--- src/hw/rtl/mbrsp_pkg.sv ---
// Shared types, codes and constants for the Modbus TCP read-response checker.
// Used by every module under hw/rtl; depends on nothing.
`timescale 1ns / 1ps

package mbrsp_pkg;

	localparam int MAX_REGISTERS = 125;
	localparam int FIFO_DEPTH    = 4;
	localparam int PTR_W         = $clog2(FIFO_DEPTH);
	localparam int CNT_W         = $clog2(FIFO_DEPTH + 1);
	localparam int CFG_INDEX_W   = 3;
	localparam int CFG_DATA_W    = 16;
	localparam int OUT_TDATA_W   = 32;

	// configuration register indexes
	localparam logic [CFG_INDEX_W-1:0] CFG_TRANSACTION = 3'd0;
	localparam logic [CFG_INDEX_W-1:0] CFG_UNIT        = 3'd1;
	localparam logic [CFG_INDEX_W-1:0] CFG_FUNCTION    = 3'd2;
	localparam logic [CFG_INDEX_W-1:0] CFG_QUANTITY    = 3'd3;

	// frame byte positions
	localparam logic [8:0] POS_TID_LO = 9'd1;
	localparam logic [8:0] POS_PID_LO = 9'd3;
	localparam logic [8:0] POS_LEN_LO = 9'd5;
	localparam logic [8:0] POS_UNIT   = 9'd6;
	localparam logic [8:0] POS_FUNC   = 9'd7;
	localparam logic [8:0] POS_COUNT  = 9'd8;
	localparam logic [8:0] POS_MIN    = 9'd9;
	localparam logic [8:0] POS_DATA   = 9'd10;
	localparam logic [8:0] POS_SAT    = 9'd511;

	// item kinds
	localparam logic KIND_WORD   = 1'b0;
	localparam logic KIND_STATUS = 1'b1;

	// frame status codes
	localparam logic [2:0] ST_OK          = 3'd0;
	localparam logic [2:0] ST_SHORT       = 3'd1;
	localparam logic [2:0] ST_PROTOCOL    = 3'd2;
	localparam logic [2:0] ST_LENGTH      = 3'd3;
	localparam logic [2:0] ST_TRANSACTION = 3'd4;
	localparam logic [2:0] ST_UNIT        = 3'd5;
	localparam logic [2:0] ST_FUNCTION    = 3'd6;
	localparam logic [2:0] ST_BYTE_COUNT  = 3'd7;

	// exception kinds
	localparam logic [2:0] EXC_NONE  = 3'd0;
	localparam logic [2:0] EXC_OTHER = 3'd5;

	typedef struct packed {
		logic [15:0] transaction;
		logic [7:0]  unit;
		logic [6:0]  function_code;
		logic [6:0]  quantity;
	} cfg_t;

	typedef struct packed {
		logic        item_kind;
		logic [6:0]  reg_index;
		logic [15:0] reg_value;
		logic [2:0]  frame_status;
		logic [2:0]  exception_kind;
		logic        run_last;
	} result_t;

	typedef struct packed {
		logic [1:0] n;
		result_t    r0;
		result_t    r1;
	} core_out_t;

	function automatic logic [2:0] exception_map(input logic [7:0] code);
		logic [2:0] k;
		k = EXC_OTHER;
		if (code inside {[8'd1:8'd4]}) begin
			k = code[2:0];
		end
		return k;
	endfunction

endpackage

--- src/hw/rtl/mbrsp_core.sv ---
// Per-byte frame checker: frame state registers and the decode of one byte.
// Depends on mbrsp_pkg.
`timescale 1ns / 1ps

module mbrsp_core (
	input  logic               clk,
	input  logic               arst_n,
	input  logic               go,
	input  logic [7:0]         in_byte,
	input  logic               in_end,
	input  mbrsp_pkg::cfg_t    cfg,
	output mbrsp_pkg::core_out_t out
);
	import mbrsp_pkg::*;

	logic [8:0]  pos_q, pos_n;
	logic [2:0]  herr_q, herr_n;
	logic [15:0] len_q, len_n;
	logic [7:0]  shift_q;
	logic [7:0]  func_q, func_n;
	logic [7:0]  cnt_q, cnt_n;
	logic [6:0]  wc_q, wc_n;
	logic        word;
	logic [2:0]  st;
	logic [2:0]  exc;
	result_t     wres, sres;

	always_comb begin
		herr_n = herr_q;
		len_n  = len_q;
		func_n = func_q;
		cnt_n  = cnt_q;
		wc_n   = wc_q;
		word   = 1'b0;
		case (pos_q)
			POS_TID_LO: begin
				if ({shift_q, in_byte} != cfg.transaction) herr_n = ST_TRANSACTION;
			end
			POS_PID_LO: begin
				if (shift_q != 8'd0 || in_byte != 8'd0) herr_n = ST_PROTOCOL;
			end
			POS_LEN_LO: begin
				len_n = {shift_q, in_byte};
			end
			POS_UNIT: begin
				if (herr_q == ST_OK && in_byte != cfg.unit) herr_n = ST_UNIT;
			end
			POS_FUNC: begin
				func_n = in_byte;
			end
			POS_COUNT: begin
				cnt_n = in_byte;
			end
			default: begin
				if (pos_q >= POS_DATA && pos_q < POS_SAT && !pos_q[0] && !func_q[7] &&
				    wc_q < cfg.quantity && wc_q < 7'(MAX_REGISTERS)) begin
					word = 1'b1;
					wc_n = wc_q + 7'd1;
				end
			end
		endcase
		pos_n = (pos_q != POS_SAT) ? pos_q + 9'd1 : pos_q;
	end

	// final status from the updated frame state
	always_comb begin
		st  = ST_OK;
		exc = EXC_NONE;
		if (pos_n < POS_MIN) begin
			st = ST_SHORT;
		end else if (herr_n != ST_OK) begin
			st = herr_n;
		end else if (pos_n == POS_SAT || ({1'b0, len_n} + 17'd6) != {8'd0, pos_n}) begin
			st = ST_LENGTH;
		end else if (func_n[7]) begin
			if (func_n[6:0] != cfg.function_code) st = ST_FUNCTION;
			else exc = exception_map(cnt_n);
		end else if (func_n != {1'b0, cfg.function_code}) begin
			st = ST_FUNCTION;
		end else if (cnt_n != {cfg.quantity, 1'b0}) begin
			st = ST_BYTE_COUNT;
		end else if (({2'd0, cnt_n} + 10'd9) != {1'b0, pos_n}) begin
			st = ST_LENGTH;
		end
	end

	always_comb begin
		wres.item_kind      = KIND_WORD;
		wres.reg_index      = wc_q;
		wres.reg_value      = {shift_q, in_byte};
		wres.frame_status   = ST_OK;
		wres.exception_kind = EXC_NONE;
		wres.run_last       = !in_end;
		sres.item_kind      = KIND_STATUS;
		sres.reg_index      = 7'd0;
		sres.reg_value      = 16'd0;
		sres.frame_status   = st;
		sres.exception_kind = exc;
		sres.run_last       = 1'b1;
		out.r1 = sres;
		if (word) begin
			out.r0 = wres;
			out.n  = in_end ? 2'd2 : 2'd1;
		end else begin
			out.r0 = sres;
			out.n  = in_end ? 2'd1 : 2'd0;
		end
	end

	always_ff @(posedge clk or negedge arst_n) begin
		if (!arst_n) begin
			pos_q   <= '0;
			herr_q  <= ST_OK;
			len_q   <= '0;
			shift_q <= '0;
			func_q  <= '0;
			cnt_q   <= '0;
			wc_q    <= '0;
		end else if (go) begin
			if (in_end) begin
				pos_q   <= '0;
				herr_q  <= ST_OK;
				len_q   <= '0;
				shift_q <= '0;
				func_q  <= '0;
				cnt_q   <= '0;
				wc_q    <= '0;
			end else begin
				pos_q   <= pos_n;
				herr_q  <= herr_n;
				len_q   <= len_n;
				shift_q <= in_byte;
				func_q  <= func_n;
				cnt_q   <= cnt_n;
				wc_q    <= wc_n;
			end
		end
	end

	a_word_in_quantity: assert property (@(posedge clk) disable iff (!arst_n)
		(out.n != 2'd0 && out.r0.item_kind == KIND_WORD) |-> (out.r0.reg_index < cfg.quantity))
		else $error("word index beyond requested quantity");

	a_end_clears: assert property (@(posedge clk) disable iff (!arst_n)
		(go && in_end) |=> (pos_q == 9'd0 && wc_q == 7'd0))
		else $error("frame state not cleared after frame end");

endmodule

--- src/hw/rtl/mbrsp_result_fifo.sv ---
// Small result queue: takes up to two result items per cycle, gives one.
// Depends on mbrsp_pkg.
`timescale 1ns / 1ps

module mbrsp_result_fifo (
	input  logic                clk,
	input  logic                arst_n,
	input  logic [1:0]          push_n,
	input  mbrsp_pkg::result_t  in0,
	input  mbrsp_pkg::result_t  in1,
	input  logic [1:0]          req_n,
	output logic                fits,
	input  logic                pop,
	output logic                head_valid,
	output mbrsp_pkg::result_t  head
);
	import mbrsp_pkg::*;

	result_t            mem_q [FIFO_DEPTH];
	logic [PTR_W-1:0]   wr_ptr_q, rd_ptr_q;
	logic [CNT_W-1:0]   cnt_q;
	logic [CNT_W:0]     need;

	assign head_valid = (cnt_q != '0);
	assign head       = mem_q[rd_ptr_q];
	assign need       = {1'b0, cnt_q} + (CNT_W+1)'(req_n);
	assign fits       = need <= (CNT_W+1)'(FIFO_DEPTH) + (CNT_W+1)'(pop);

	always_ff @(posedge clk) begin
		if (push_n != 2'd0) mem_q[wr_ptr_q] <= in0;
		if (push_n == 2'd2) mem_q[wr_ptr_q + PTR_W'(1)] <= in1;
	end

	always_ff @(posedge clk or negedge arst_n) begin
		if (!arst_n) begin
			wr_ptr_q <= '0;
			rd_ptr_q <= '0;
			cnt_q    <= '0;
		end else begin
			wr_ptr_q <= wr_ptr_q + PTR_W'(push_n);
			rd_ptr_q <= rd_ptr_q + PTR_W'(pop);
			cnt_q    <= cnt_q + CNT_W'(push_n) - CNT_W'(pop);
		end
	end

	a_no_overflow: assert property (@(posedge clk) disable iff (!arst_n)
		cnt_q <= CNT_W'(FIFO_DEPTH))
		else $error("result queue overflow");

	a_push_fits: assert property (@(posedge clk) disable iff (!arst_n)
		(push_n != 2'd0) |-> (fits && push_n == req_n))
		else $error("push without room");

endmodule

--- src/hw/rtl/modbus_tcp_read_response_check.sv ---
// Top level of the Modbus TCP read-registers response checker.
// Depends on mbrsp_pkg, mbrsp_core and mbrsp_result_fifo.
`timescale 1ns / 1ps
//
//  channel   direction  handshake               payload
//  s_axis    in         tvalid/tready           tdata data_byte, tlast frame_end
//  m_axis    out        tvalid/tready           tdata index/value/status/exception,
//                                               tuser item_kind, tlast run_last
//  cfg       in         cfg_valid/cfg_ready     cfg_index, cfg_data
//
//  One byte per cycle while the queue has room: input register, one pass of decode, result queue.
//  A frame-end byte that also completes a word gives two items; the 4-entry queue
//  absorbs the extra one, and the input stalls only when the queue lacks room.
//  Reset clears the frame state and loads the default configuration; cfg_ready is
//  always high. An accepted byte goes through the input register and the queue.

module modbus_tcp_read_response_check (
	input  logic                                    clk,
	input  logic                                    arst_n,
	input  logic                                    s_axis_tvalid,
	output logic                                    s_axis_tready,
	input  logic [7:0]                              s_axis_tdata,  // [7:0] data_byte
	input  logic                                    s_axis_tlast,
	output logic                                    m_axis_tvalid,
	input  logic                                    m_axis_tready,
	// [6:0] reg_index, [22:7] reg_value, [25:23] frame_status,
	// [28:26] exception_kind, [31:29] zero
	output logic [mbrsp_pkg::OUT_TDATA_W-1:0]       m_axis_tdata,
	output logic                                    m_axis_tuser,  // [0] item_kind
	output logic                                    m_axis_tlast,
	input  logic                                    cfg_valid,
	output logic                                    cfg_ready,
	input  logic [mbrsp_pkg::CFG_INDEX_W-1:0]       cfg_index,
	input  logic [mbrsp_pkg::CFG_DATA_W-1:0]        cfg_data
);
	import mbrsp_pkg::*;

	cfg_t        cfg_q;
	logic        valid_s1;
	logic [7:0]  byte_s1;
	logic        end_s1;
	logic        go;
	logic        fits;
	logic        pop;
	logic [1:0]  push_n;
	core_out_t   core_out;
	result_t     head;

	assign cfg_ready = 1'b1;

	always_ff @(posedge clk or negedge arst_n) begin
		if (!arst_n) begin
			cfg_q.transaction   <= 16'd0;
			cfg_q.unit          <= 8'd0;
			cfg_q.function_code <= 7'd3;
			cfg_q.quantity      <= 7'd1;
		end else if (cfg_valid) begin
			case (cfg_index)
				CFG_TRANSACTION: cfg_q.transaction   <= cfg_data;
				CFG_UNIT:        cfg_q.unit          <= cfg_data[7:0];
				CFG_FUNCTION:    cfg_q.function_code <= cfg_data[6:0];
				CFG_QUANTITY:    cfg_q.quantity      <= cfg_data[6:0];
				default: ;
			endcase
		end
	end

	// input register: advance when empty or when its byte is processed
	assign go            = valid_s1 && fits;
	assign s_axis_tready = !valid_s1 || fits;

	always_ff @(posedge clk or negedge arst_n) begin
		if (!arst_n) begin
			valid_s1 <= 1'b0;
		end else if (s_axis_tready) begin
			valid_s1 <= s_axis_tvalid;
		end
	end

	always_ff @(posedge clk) begin
		if (s_axis_tready && s_axis_tvalid) begin
			byte_s1 <= s_axis_tdata;
			end_s1  <= s_axis_tlast;
		end
	end

	mbrsp_core u_core (
		.clk     (clk),
		.arst_n  (arst_n),
		.go      (go),
		.in_byte (byte_s1),
		.in_end  (end_s1),
		.cfg     (cfg_q),
		.out     (core_out)
	);

	assign push_n = go ? core_out.n : 2'd0;
	assign pop    = m_axis_tvalid && m_axis_tready;

	mbrsp_result_fifo u_fifo (
		.clk        (clk),
		.arst_n     (arst_n),
		.push_n     (push_n),
		.in0        (core_out.r0),
		.in1        (core_out.r1),
		.req_n      (core_out.n),
		.fits       (fits),
		.pop        (pop),
		.head_valid (m_axis_tvalid),
		.head       (head)
	);

	assign m_axis_tdata = {3'd0, head.exception_kind, head.frame_status,
	                       head.reg_value, head.reg_index};
	assign m_axis_tuser = head.item_kind;
	assign m_axis_tlast = head.run_last;

	a_status_last: assert property (@(posedge clk) disable iff (!arst_n)
		(m_axis_tvalid && m_axis_tuser == KIND_STATUS) |-> m_axis_tlast)
		else $error("status item without run end");

endmodule
--- config.mk ---
export PLATFORM = sky130hd
export DESIGN_NAME = modbus_tcp_read_response_check
export DESIGN_NICKNAME = d
export VERILOG_FILES = /design/src/hw/rtl/mbrsp_pkg.sv /design/src/hw/rtl/mbrsp_core.sv /design/src/hw/rtl/mbrsp_result_fifo.sv /design/src/hw/rtl/modbus_tcp_read_response_check.sv
export SDC_FILE = /design/constraint.sdc
export NUM_CORES = 1
export LEC_CHECK = 0
export ABC_AREA = 1
export BUFFER_PORTS_ARGS = -buffer_cell sky130_fd_sc_hd__buf_2
export CAP_MARGIN = 40
export CELL_PAD_IN_SITES_DETAIL_PLACEMENT = 1
export CELL_PAD_IN_SITES_GLOBAL_PLACEMENT = 2
export CORE_ASPECT_RATIO = 1.5
export CORE_MARGIN = 5
export CORE_UTILIZATION = 34
export CTS_BUF_LIST = sky130_fd_sc_hd__clkbuf_4 sky130_fd_sc_hd__clkbuf_8
export DETAILED_ROUTE_END_ITERATION = 8
export PLACE_DENSITY = 0.75
export SETUP_SLACK_MARGIN = 0.5
export SLEW_MARGIN = 20
export SYNTH_ARGS = -nofsm -noshare
export SYNTH_HDL_FRONTEND = slang
export SYNTH_SLANG_ARGS = --single-unit
--- constraint.sdc ---
create_clock -name clk -period 4.8 [get_ports clk]
set_input_delay 0.72 -clock clk [delete_from_list [all_inputs] [get_ports clk]]
set_output_delay 0.72 -clock clk [all_outputs]
set_load 0.01 [all_outputs]
==> flow_summary.json <==
{
  "worst-setup-path-type": "reg -> out",
  "fin_cells": 2158,
  "ant_nets": 0,
  "start_kind": "flop",
  "drtPass1Iterations": 4,
  "leakage_nw": 6.18,
  "detailed_place.area_mm2": 0.0129,
  "area_growth_syn_to_layout_pct": 17.4,
  "utilization_pct": 40.3,
  "setup_viol": 0,
  "ys_seq_area_share_pct": 46.6,
  "skew_ps": 29.0,
  "fmax_mhz": 245,
  "max-slew-margin-rel_pct": 54.7,
  "cts_tree": "done",
  "vias": 11000,
  "p_per_area_mw_per_mm2": 786,
  "die-area_mm2": 0.0394,
  "fin_total_pwr_mw": 11.1,
  "rsz0062_at_grt": "no",
  "status": "complete, no violations",
  "grt_usage_pct": 21.3,
  "nets": 1714,
  "async_flop_share_pct": 44.1,
  "gr-usage-met1_pct": 23.8,
  "grt_max_degree": 64,
  "fin_setup_tns_ps": 0,
  "grt_pass1_wl_um": 65400,
  "clockBufferDepth": 3,
  "holdBufCountCts": 0,
  "yosys_warnings": 0,
  "synth_edf_count": 33,
  "ioPinCount": 70,
  "syn_area_mm2": 0.0121,
  "dpl.hpwl_um": 29700,
  "avgRoutedWirePerCell_um": 19.5,
  "timing.final.crit_share_pct": 85.0,
  "synthesis.instances": 1565,
  "portBuffers": 65,
  "drc": 0,
  "gr-total-overflow": 0,
  "ys.flop_type": "dfrtp_1",
  "worst_setup_path_end_kind": "output port",
  "placedCellCount": 2068,
  "worstSkewPairLatency_ps": 570,
  "yosys.area.top_type": "dfrtp_1",
  "cts.sinks": 238,
  "cts_root_buf": "clkbuf_8",
  "first_global_vias": 11600,
  "syn_area_per_cell_um2": 7.70,
  "drive_gt1_share_pct": 15.7,
  "crit_slowest_cell": "dfrtp_2",
  "crit_arrival_ps": 3360,
  "cap_viol_max_count": 0,
  "dr.first_iter.drc_count": 447,
  "path_max_fanout": 5,
  "synth_cell_type_count": 46,
  "die_h_um": 241,
  "period_minus_slack_ps": 4080,
  "synth_top_area_share_pct": 21.2,
  "vias_per_cell": 5.08,
  "clk_pin_slew_ps": 60,
  "tightestPinTransition_ps": 680,
  "crit_required_ps": 4080,
  "hold_path.class": "in -> async",
  "gr-usage-met3_pct": 2.70,
  "design_area_mm2": 0.0142,
  "finalMaxSlewViolations": 0,
  "synth-seq-cells": 238,
  "grt_util_met2_pct": 41.5,
  "cts_max_level": 2,
  "fillers": 4371,
  "cpPeakStageDelay_ps": 440,
  "drt_wl_total_um": 42000,
  "ir_drop_v": 0.000442,
  "antenna_found_initial": 2,
  "cts_inserted_buffers": 41,
  "place.gp.congestion": 0.839,
  "yosys-top-cells-area": "dfrtp_1 21%, dfxtp_1 17%, nand2_1 12%",
  "num_rows": 84,
  "crit_chain": "buf_4, o21ai_0, o21ai_0, a31oi_2, nand2_2, inv_2, ha_4, ha_2, inv_1, ha_1, o21ai_2, nand2_1, nand3_2, nand2_1, buf_2",
  "hold_viol": 0,
  "initial_utilization_pct": 34.3,
  "die_x_um": 164,
  "core-area_mm2": 0.0351,
  "busiest_layer": "met2"
}
[final timing paths]
path / startpoint / to / slack (ps) / cells past startpoint
min reg2reg: u_fifo.mem_q[1][13] / u_fifo.mem_q[1][13] / 450 / 2
max in group asynchronous: arst_n / u_core.wc_q[1] / 3690 / 2
min in group clk: s_axis_tlast / end_s1 / 330 / 1
max: u_core.wc_q[1] / s_axis_tready / 720 / 15
min: arst_n / cfg_q[10] / 90 / 1
max reg2reg: u_core.wc_q[1] / u_fifo.mem_q[2][15] / 780 / 23
[layer usage]
metal,wire (um),share of wire [%],up-vias
li1,-,-,5327
met2,23000,55,137
met3,1120,2.7,59
met5,13,0.031,-
met1,16800,40,5431
met4,1050,2.5,2
[synth_stat cells (3+ instances only)]
cell type	number
inv_1	134
edfxtp_1	33
xnor2_1	28
nand2_1	397
nand3_1	82
o21ai_0	221
inv_2	8
buf_2	7
nand3b_1	3
ha_1	26
nor3_2	5
nor3_1	10
xor2_1	13
mux2_2	8
buf_6	3
o21ai_1	11
nor2_4	5
nand2_2	6
clkbuf_1	50
buf_4	5
o22ai_1	61
nand3_2	4
nor2_2	6
dfrtp_1	102
nand4_1	21
a22o_1	3
dfxtp_1	100
nor2_1	167
a21oi_1	19
dfstp_2	3
[cell families after synthesis]
logic type | share of synthesized area, %
compound gates | 14.6
xor+xnor | 3.17
fa+ha+maj | 3.03
buf+inv | 6.95
flops | 46.6
mux | 0.747
other cells | 0.0623
simple gates | 24.8
[flip-flops by register name, indices dropped and copies added (netlist names)]
register,count
u_fifo.mem_q,124
cfg_q,38
u_core.len_q,16
u_core.pos_q,9
byte_s1,8
u_core.cnt_q,8
u_core.func_q,8
u_core.shift_q,8
u_core.wc_q,7
u_core.herr_q,3
u_fifo.cnt_q,3
u_fifo.rd_ptr_q,2
u_fifo.wr_ptr_q,2
end_s1,1
valid_s1,1
[worst max-delay path: cells and delay by family (launching register included)]
| family | cells | cell delay (ps) |
|---|---|---|
| flip-flops | 1 | 440 |
| AO/OA/AOI/OAI | 4 | 800 |
| buffers and inverters | 4 | 410 |
| adder cells (fa/ha/maj) | 3 | 810 |
| AND/OR/NAND/NOR | 4 | 350 |
[what timing repair did]
action,CTS,global route
resized for setup,18,30
endpoints found under the setup margin,195,196
pin swaps,0,2
buffers inserted,4,10
cloned,1,0
[layout by cell type, fill, tap and decap left out, types with 6 or more instances in the layout]
cell type	netlist	layout
nand2_1	397	396
o21ai_0	221	218
nor2_1	167	160
inv_1	134	127
dfrtp_1	102	100
dfxtp_1	100	100
nand3_1	82	81
buf_2	7	64
o22ai_1	61	61
clkbuf_8	0	54
buf_4	5	39
edfxtp_1	33	33
xnor2_1	28	28
ha_1	26	23
nand4_1	21	21
a21oi_1	19	15
inv_2	8	14
xor2_1	13	13
o21ai_1	11	11
nor2_2	6	10
clkinv_2	0	9
nor2_4	5	8
nor3_4	0	8
mux2_2	8	8
nand2_2	6	7
nor3_1	10	6
[through the flow]
step	hold WS, ps	worst slack [ps]
6_report	91.4	720
5_1_grt	92.9	476
4_1_cts	74.1	517
3_5_place_dp	440	211
3_3_place_gp	434	399
2_1_floorplan	422	536
[report_power, final]
part | switching (mW) | leakage [nW] | internal, mW | total (mW)
registers | 0.486 | 2.49 | 2.66 | 3.15
logic | 4.12 | 3.20 | 1.78 | 5.89
clock network | 0.882 | 0.492 | 1.21 | 2.09
[cell type report]
type / instances / area [um^2] / area share [%]
antenna: 1 / 2.50 / 0.0177
clock buffer: 58 / 773 / 5.46
clock inverter: 16 / 159 / 1.12
inverter: 144 / 544 / 3.84
multi-input combinational: 1119 / 5780 / 40.8
sequential: 238 / 5630 / 39.7
tap: 473 / 592 / 4.18
timing repair buffer: 108 / 673 / 4.75
timing repair inverter: 1 / 7.51 / 0.0530
Power figures use the tool's default switching activity.
